[config.mk]
export PLATFORM = sky130hd
export DESIGN_NAME = fifo_free_list_unit_allocator_top
export DESIGN_NICKNAME = d
export VERILOG_FILES = /design/src/hw/rtl/ffla_pkg.sv /design/src/hw/rtl/ffla_ctrl.sv /design/src/hw/rtl/ffla_dp.sv /design/src/hw/rtl/fifo_free_list_unit_allocator_top.sv
export SDC_FILE = /design/constraint.sdc
export NUM_CORES = 2
export LEC_CHECK = 0
export ABC_CLOCK_PERIOD_IN_PS = 16600
export BUFFER_PORTS_ARGS = -buffer_cell sky130_fd_sc_hd__buf_2
export CORE_MARGIN = 1.5
export CORE_UTILIZATION = 60
export DETAILED_ROUTE_END_ITERATION = 16
export PLACE_DENSITY_LB_ADDON = 0.08
export RECOVER_POWER = 50
export SYNTH_ARGS = -nofsm -noshare
export SYNTH_HDL_FRONTEND = slang
export SYNTH_SLANG_ARGS = --single-unit
[constraint.sdc]
create_clock -name clk -period 16.6 [get_ports clk]
set_input_delay 1.66 -clock clk [delete_from_list [all_inputs] [get_ports clk]]
set_output_delay 1.66 -clock clk [all_outputs]
set_load 0.01 [all_outputs]
[src/hw/rtl/ffla_pkg.sv]
// Shared types and codes for the free-list unit allocator.
`timescale 1ns / 1ps
`default_nettype none

package ffla_pkg;

    localparam int IDX_W     = 8;
    localparam int CNT_W     = 9;
    localparam int IDX_SPACE = 256;

    localparam logic [1:0] REQ_ALLOC = 2'd0;
    localparam logic [1:0] REQ_FREE  = 2'd1;
    localparam logic [1:0] REQ_CLEAR = 2'd2;

    localparam logic [1:0] ST_OK       = 2'd0;
    localparam logic [1:0] ST_NOT_USED = 2'd1;
    localparam logic [1:0] ST_FULL     = 2'd2;
    localparam logic [1:0] ST_RANGE    = 2'd3;

    typedef struct packed {
        logic load;   // request accepted: capture it and read both memories
        logic exec;   // memory data ready: decide, update, post the result
    } ffla_cmd_t;

endpackage

`default_nettype wire

[src/hw/rtl/ffla_ctrl.sv]
// Controller: sequences the accept and execute steps of each request.
`timescale 1ns / 1ps
`default_nettype none

module ffla_ctrl
    import ffla_pkg::*;
(
    input  wire logic      clk,
    input  wire logic      rst_n,
    input  wire logic      start,
    output ffla_cmd_t      cmd,
    output logic           busy
);

    typedef enum logic [1:0] {
        S_IDLE = 2'b01,
        S_EXEC = 2'b10
    } ffla_state_t;

    ffla_state_t state_reg;
    ffla_state_t state_next;

    always_ff @(posedge clk or negedge rst_n)
    begin
        if (!rst_n)
        begin
            state_reg <= S_IDLE;
        end
        else
        begin
            state_reg <= state_next;
        end
    end

    always_comb
    begin
        state_next = state_reg;
        cmd.load   = 1'b0;
        cmd.exec   = 1'b0;
        busy       = 1'b0;
        case (state_reg)
            S_IDLE:
            begin
                if (start)
                begin
                    cmd.load   = 1'b1;
                    state_next = S_EXEC;
                end
            end
            S_EXEC:
            begin
                busy       = 1'b1;
                cmd.exec   = 1'b1;
                state_next = S_IDLE;
            end
            default:
            begin
                state_next = S_IDLE;
            end
        endcase
    end

endmodule

`default_nettype wire

[src/hw/rtl/ffla_dp.sv]
// Datapath: free queue, in-use flags, pointers, high-water mark and result registers.
`timescale 1ns / 1ps
`default_nettype none

module ffla_dp
    import ffla_pkg::*;
#(
    parameter int CAPACITY = 256
)
(
    input  wire logic             clk,
    input  wire logic             rst_n,
    input  wire ffla_cmd_t        cmd,
    input  wire logic [1:0]       req_type,
    input  wire logic [IDX_W-1:0] free_index,
    output logic                  done,
    output logic [IDX_W-1:0]      unit_index,
    output logic [1:0]            status
);

    localparam logic [CNT_W-1:0] CAP_HW = CNT_W'(CAPACITY);

    logic [IDX_W-1:0] queue_mem [IDX_SPACE];
    logic             flag_mem  [IDX_SPACE];

    logic [1:0]       req_reg;
    logic [IDX_W-1:0] idx_reg;
    logic [IDX_W-1:0] q_rd_reg;
    logic             flag_rd_reg;

    logic [IDX_W-1:0] head_reg,  head_next;
    logic [IDX_W-1:0] tail_reg,  tail_next;
    logic [CNT_W-1:0] count_reg, count_next;
    logic [CNT_W-1:0] hw_reg,    hw_next;
    logic             done_reg;
    logic [IDX_W-1:0] unit_index_reg, unit_index_next;
    logic [1:0]       status_reg,     status_next;

    logic             q_we;
    logic             f_we;
    logic [IDX_W-1:0] f_waddr;
    logic             f_wdata;

    always_comb
    begin
        head_next       = head_reg;
        tail_next       = tail_reg;
        count_next      = count_reg;
        hw_next         = hw_reg;
        unit_index_next = '0;
        status_next     = ST_OK;
        q_we            = 1'b0;
        f_we            = 1'b0;
        f_waddr         = idx_reg;
        f_wdata         = 1'b0;
        case (req_reg)
            REQ_ALLOC:
            begin
                if (count_reg != '0)
                begin
                    // reuse the oldest freed index
                    unit_index_next = q_rd_reg;
                    head_next       = head_reg + 1'b1;
                    count_next      = count_reg - 1'b1;
                    f_we            = 1'b1;
                    f_waddr         = q_rd_reg;
                    f_wdata         = 1'b1;
                end
                else if (hw_reg >= CAP_HW)
                begin
                    status_next = ST_FULL;
                end
                else
                begin
                    unit_index_next = hw_reg[IDX_W-1:0];
                    hw_next         = hw_reg + 1'b1;
                    f_we            = 1'b1;
                    f_waddr         = hw_reg[IDX_W-1:0];
                    f_wdata         = 1'b1;
                end
            end
            REQ_FREE:
            begin
                if ({1'b0, idx_reg} >= hw_reg)
                begin
                    status_next = ST_RANGE;
                end
                else if (!flag_rd_reg || count_reg[CNT_W-1])
                begin
                    status_next = ST_NOT_USED;
                end
                else
                begin
                    f_we       = 1'b1;
                    q_we       = 1'b1;
                    tail_next  = tail_reg + 1'b1;
                    count_next = count_reg + 1'b1;
                end
            end
            REQ_CLEAR:
            begin
                head_next  = '0;
                tail_next  = '0;
                count_next = '0;
                hw_next    = '0;
            end
            default:
            begin
                status_next = ST_OK;
            end
        endcase
    end

    // Memories and payload: read on accept, write on execute.
    always_ff @(posedge clk)
    begin
        if (cmd.load)
        begin
            req_reg     <= req_type;
            idx_reg     <= free_index;
            q_rd_reg    <= queue_mem[head_reg];
            flag_rd_reg <= flag_mem[free_index];
        end
        if (cmd.exec)
        begin
            unit_index_reg <= unit_index_next;
            status_reg     <= status_next;
            if (q_we)
            begin
                queue_mem[tail_reg] <= idx_reg;
            end
            if (f_we)
            begin
                flag_mem[f_waddr] <= f_wdata;
            end
        end
    end

    always_ff @(posedge clk or negedge rst_n)
    begin
        if (!rst_n)
        begin
            head_reg  <= '0;
            tail_reg  <= '0;
            count_reg <= '0;
            hw_reg    <= '0;
            done_reg  <= 1'b0;
        end
        else
        begin
            done_reg <= cmd.exec;
            if (cmd.exec)
            begin
                head_reg  <= head_next;
                tail_reg  <= tail_next;
                count_reg <= count_next;
                hw_reg    <= hw_next;
            end
        end
    end

    assign done       = done_reg;
    assign unit_index = unit_index_reg;
    assign status     = status_reg;

endmodule

`default_nettype wire

[src/hw/rtl/fifo_free_list_unit_allocator_top.sv]
// Top level of the free-list unit allocator: controller plus datapath.
`timescale 1ns / 1ps
`default_nettype none

// Hands out unit indices and takes them back. Drive req_type and free_index
// with start while busy is low; each request has an accept step and an execute step: the accept
// cycle reads the free-queue memory at the head and the in-use flag memory at
// free_index, and the following cycle (busy high) decides and writes both
// memories. The result appears on unit_index and status with done high for
// exactly one cycle right after that, and a new request may be started in the
// same cycle. The receiver cannot stall the block. Freed indices are reused
// oldest first; fresh indices come from a high-water mark up to
// min(MAX_UNITS, 256). No clearing pass is needed after reset.
module fifo_free_list_unit_allocator_top
    import ffla_pkg::*;
#(
    parameter int MAX_UNITS = 256
)
(
    input  wire logic             clk,
    input  wire logic             rst_n,
    input  wire logic             start,
    output logic                  busy,
    input  wire logic [1:0]       req_type,
    input  wire logic [IDX_W-1:0] free_index,
    output logic                  done,
    output logic [IDX_W-1:0]      unit_index,
    output logic [1:0]            status
);

    localparam int CAPACITY = (MAX_UNITS > IDX_SPACE) ? IDX_SPACE : MAX_UNITS;

    ffla_cmd_t cmd;

    ffla_ctrl u_ctrl (
        .clk   (clk),
        .rst_n (rst_n),
        .start (start),
        .cmd   (cmd),
        .busy  (busy)
    );

    ffla_dp #(
        .CAPACITY (CAPACITY)
    ) u_dp (
        .clk        (clk),
        .rst_n      (rst_n),
        .cmd        (cmd),
        .req_type   (req_type),
        .free_index (free_index),
        .done       (done),
        .unit_index (unit_index),
        .status     (status)
    );

    // Each accepted request enters execute once, and execute ends with its result posted.
    a_accept_exec: assert property (@(posedge clk) disable iff (!rst_n)
        (start && !busy) |=> busy)
        else $error("accepted request did not enter execute");

    a_exec_one: assert property (@(posedge clk) disable iff (!rst_n)
        busy |=> (!busy && done))
        else $error("execute did not post exactly one result");

    a_done_src: assert property (@(posedge clk) disable iff (!rst_n)
        done |-> $past(busy))
        else $error("result strobe without a request in execute");

    a_fail_zero: assert property (@(posedge clk) disable iff (!rst_n)
        (done && status != ST_OK) |-> (unit_index == '0))
        else $error("failed request returned a nonzero index");

endmodule

`default_nettype wire

==> summary.txt <==
Floorplanning
  – Die ar.: 158,000 sq um
  – Std-Cell Rows: 144
  – # IOs: 25
  – Die height: 397 um
  – Core footprint: 154,000 sq um
  – Initial core utilization: 60.5%
  – Width of the die: 397 um

Placed design
  – DP Worst Slack: 9.98 ns
  – GPL Wtd Cong: 0.839
  – IO Port Bufs: 24
  – Hpwl dp: 135,000 um

Setup path
  – R2r startpoint: u_dp.head_reg[1]
  – Instance count on the critical path: 9
  – Worst Reg-to-Reg Cells: 9
  – Crit path kind: flop to flop
  – Crit path to: u_dp.q_rd_reg[0]
  – Crit path largest cell delay: 5.65 ns
  – Critical path origin: u_dp.head_reg[1]
  – Crit path DAT: 11.30 ns
  – CP Buf/Inv Count: 3
  – CP top delay family: buffers and inverters
  – Critical path fanouts, max: 116
  – Setup crit end kind: flop
  – Cell at the slowest stage of the critical path: clkbuf_1
  – Crit path cell chain: clkbuf_1 -> buf_12 -> buf_4 -> mux4_2 -> a22o_1 -> a221oi_1 -> o22ai_1 -> nor4_1 -> o32ai_1
  – WP data required: 17.15 ns
  – Flop-to-flop setup slack: 5.85 ns
  – R2R Path End: u_dp.q_rd_reg[0]
  – Worst Setup Start Kind: flop

Synth
  – Yosys top cell by area: edfxtp_1
  – Post-synth EDFFs: 2,333
  – Syn avg cell area: 19.5 sq um
  – Post-synthesis sequential area ratio: 76.1%
  – Cell count after synthesis: 4,779
  – Synth Warn #: 0
  – Dominant cells by area after synthesis: edfxtp_1, mux4_2, nor2_1
  – Top-count cell post-synth: edfxtp_1
  – Synth Cell Area: 93,300 sq um
  – List of most frequent post-synthesis cells: edfxtp_1, nor2_1, mux4_2
  – Mapped Nets: 4,815
  – Synth Flop Type: edfxtp_1
  – Async S/R FF share, synth: 1.56%
  – Synth top area share: 75.1%
  – Post-synthesis register bit count: 2,370
  – Number of library cell types mapped by synthesis: 66

Outcome
  – Failing checks: design-rule violations, max-capacitance violations, max-slew violations
  – Status: finished, violations left

Timing
  – Tightest Pin Transition: 8.28 ns
  – Final setup margin: 5.85 ns
  – Clock Skew: 0.0371 ns
  – Final period util: 64.8%
  – Rel. slew slack: -452%
  – Setup TNS: 0 ns
  – Fin. max-slew vios: 2,083
  – Setup-failing EPs final: 0
  – Final Hold Vio Count: 0
  – RSZ-0062 raised after global routing: no
  – Achievable Freq: 93.0 MHz
  – Fin crit period: 10.75 ns
  – Hold Slack: 0.516 ns

Detailed routing
  – Via count: 47,801
  – Via/cell ratio: 6.77
  – Final WL: 234,000 um
  – Drt first pass iters: 11
  – WL/cell: 33.2 um
  – Post-route antenna net violation count: 0
  – DRC: 4
  – 1st-iter DRT viols: 6,240

Global route
  – First-pass GRT wire length: 337,000 um
  – Vias in the first global route: 47,436
  – Overflow after GRT: 0
  – Pin count of the biggest net entering global routing: 203
  – All-Layer GR Usage: 30.0%
  – Initial antenna violation count: 11

Run
  – Max Cap Viol: 29

Finish
  – Nets: 4,857
  – Leading registers by flop count: u_dp.queue_mem: 2048 flops, u_dp.flag_mem: 256 flops
  – Layout area overhead: 9.75%
  – Layout cells sized above 1: 18.0%
  – Max reg flops: 2,048
  – Diodes inserted: 0
  – FILL cells: 10,187
  – Top reg by flops: u_dp.queue_mem

Power and ir drop
  – Power per cell area: 141 nW/um^2
  – Leak: 0.0315 uW
  – VDD IR max: 0.113 mV
  – Final Power: 14,400 uW

Clock tree
  – Post-CTS sizing: 0
  – CTS max path bufs: 3
  – Skew-Pair Late Insertion Delay: 0.87 ns
  – CTS HTree Levels: 4
  – CTS sink count: 2,370
  – Hold_buf cts: 0
  – CTS tree: done
  – Root Buffer Master: clkbuf_16
  – Num CTS Buffers: 227
  – Setup Buffers After CTS: 0
  – Clk slew on worst S/H paths: 0.06 ns

Min path
  – Hold WC Path Type: flop to flop
[routing by layer]
metal / vias up / GRT usage [%] / wire length (um)
met5: - / 0 / 47
met1: 25247 / 44.1 / 92600
met4: 8 / 9.46 / 7200
met3: 385 / 6.07 / 22800
li1: 19705 / - / -
met2: 2456 / 46.3 / 111000
[area by class of cell]
type | count | area [sq um] | area share [%]
Sequential cell | 2370 | 71000 | 69.3
Multi-Input combinational cell | 2078 | 21000 | 20.5
Clock buffer | 294 | 6040 | 5.90
Tap cell | 2044 | 2560 | 2.50
Clock inverter | 130 | 911 | 0.890
Timing Repair Buffer | 117 | 758 | 0.741
Inverter | 27 | 104 | 0.101
[logic make-up (layout without fill, tap and decap cells)]
kind of cell / Yosys count / after routing / synth area share [%]
AOI/OAI and AO/OA: 510 / 510 / 3.95
adders and majority gates: 23 / 23 / 0.317
and+or+nand+nor: 824 / 824 / 3.80
xor gates and xnor gates: 15 / 15 / 0.141
DFF: 2370 / 2370 / 76.1
buffers and inverters: 331 / 568 / 1.44
muxes: 706 / 706 / 14.3
[per-stage QoR]
step                utilization [%]  cell area [sq um]  std cells
floorplan                         -              93300       4779
global placement               62.0              95600       6636
detailed placement             62.0              95600       6636
CTS                            66.5             103000       7060
global route                   66.4             102000       7060
finish                         66.4             102000       7060
[cells in the final DEF (no fill, tap or decap), types with 14 or more instances in the layout]
master	n
o21ai_0	36
dfrtp_1	31
a22o_1	45
buf_4	62
nor4_1	14
mux4_2	498
a22oi_1	91
clkbuf_16	231
nand3_1	23
o22ai_1	68
clkinv_2	38
nor2_1	584
edfxtp_1	2333
nor3_1	17
clkbuf_1	107
nand4_1	17
a211oi_1	31
a221oi_1	71
a21oi_1	74
inv_1	25
ha_1	22
clkinv_1	72
mux2i_1	207
nand2_1	74
[worst reg2reg max path, stage by stage, from the launching register on]
cell      delay [ns]
dfrtp_4         0.84
clkbuf_1        5.70
buf_12          0.72
buf_4           0.73
mux4_2          0.44
a22o_1          0.26
a221oi_1        0.28
o22ai_1         0.25
nor4_1          1.01
o32ai_1         0.23
[report_power, final]
group / leakage (uW) / internal [uW] / switching (uW) / total [uW]
clock: 0.00341 / 2720 / 2170 / 4890
sequential: 0.0215 / 6650 / 63.2 / 6710
combinational: 0.00665 / 1280 / 1530 / 2810
total: 0.0315 / 10600 / 3760 / 14400
[how the worst min path moves through the flow]
| stage | cells after the start | slack (ns) | from | endpoint |
|---|---|---|---|---|
| after floorplan | 2 | 0.46 | u_dp.count_reg[4] | u_dp.count_reg[4] |
| after global placement | 2 | 0.48 | u_dp.count_reg[2] | u_dp.count_reg[2] |
| after detailed placement | 2 | 0.50 | u_dp.count_reg[2] | u_dp.count_reg[2] |
| after CTS | 2 | 0.52 | u_dp.count_reg[2] | u_dp.count_reg[2] |
| after global routing | 2 | 0.53 | u_dp.count_reg[2] | u_dp.count_reg[2] |
| final | 2 | 0.52 | u_dp.count_reg[2] | u_dp.count_reg[2] |
(Power assumes the default switching activity.)
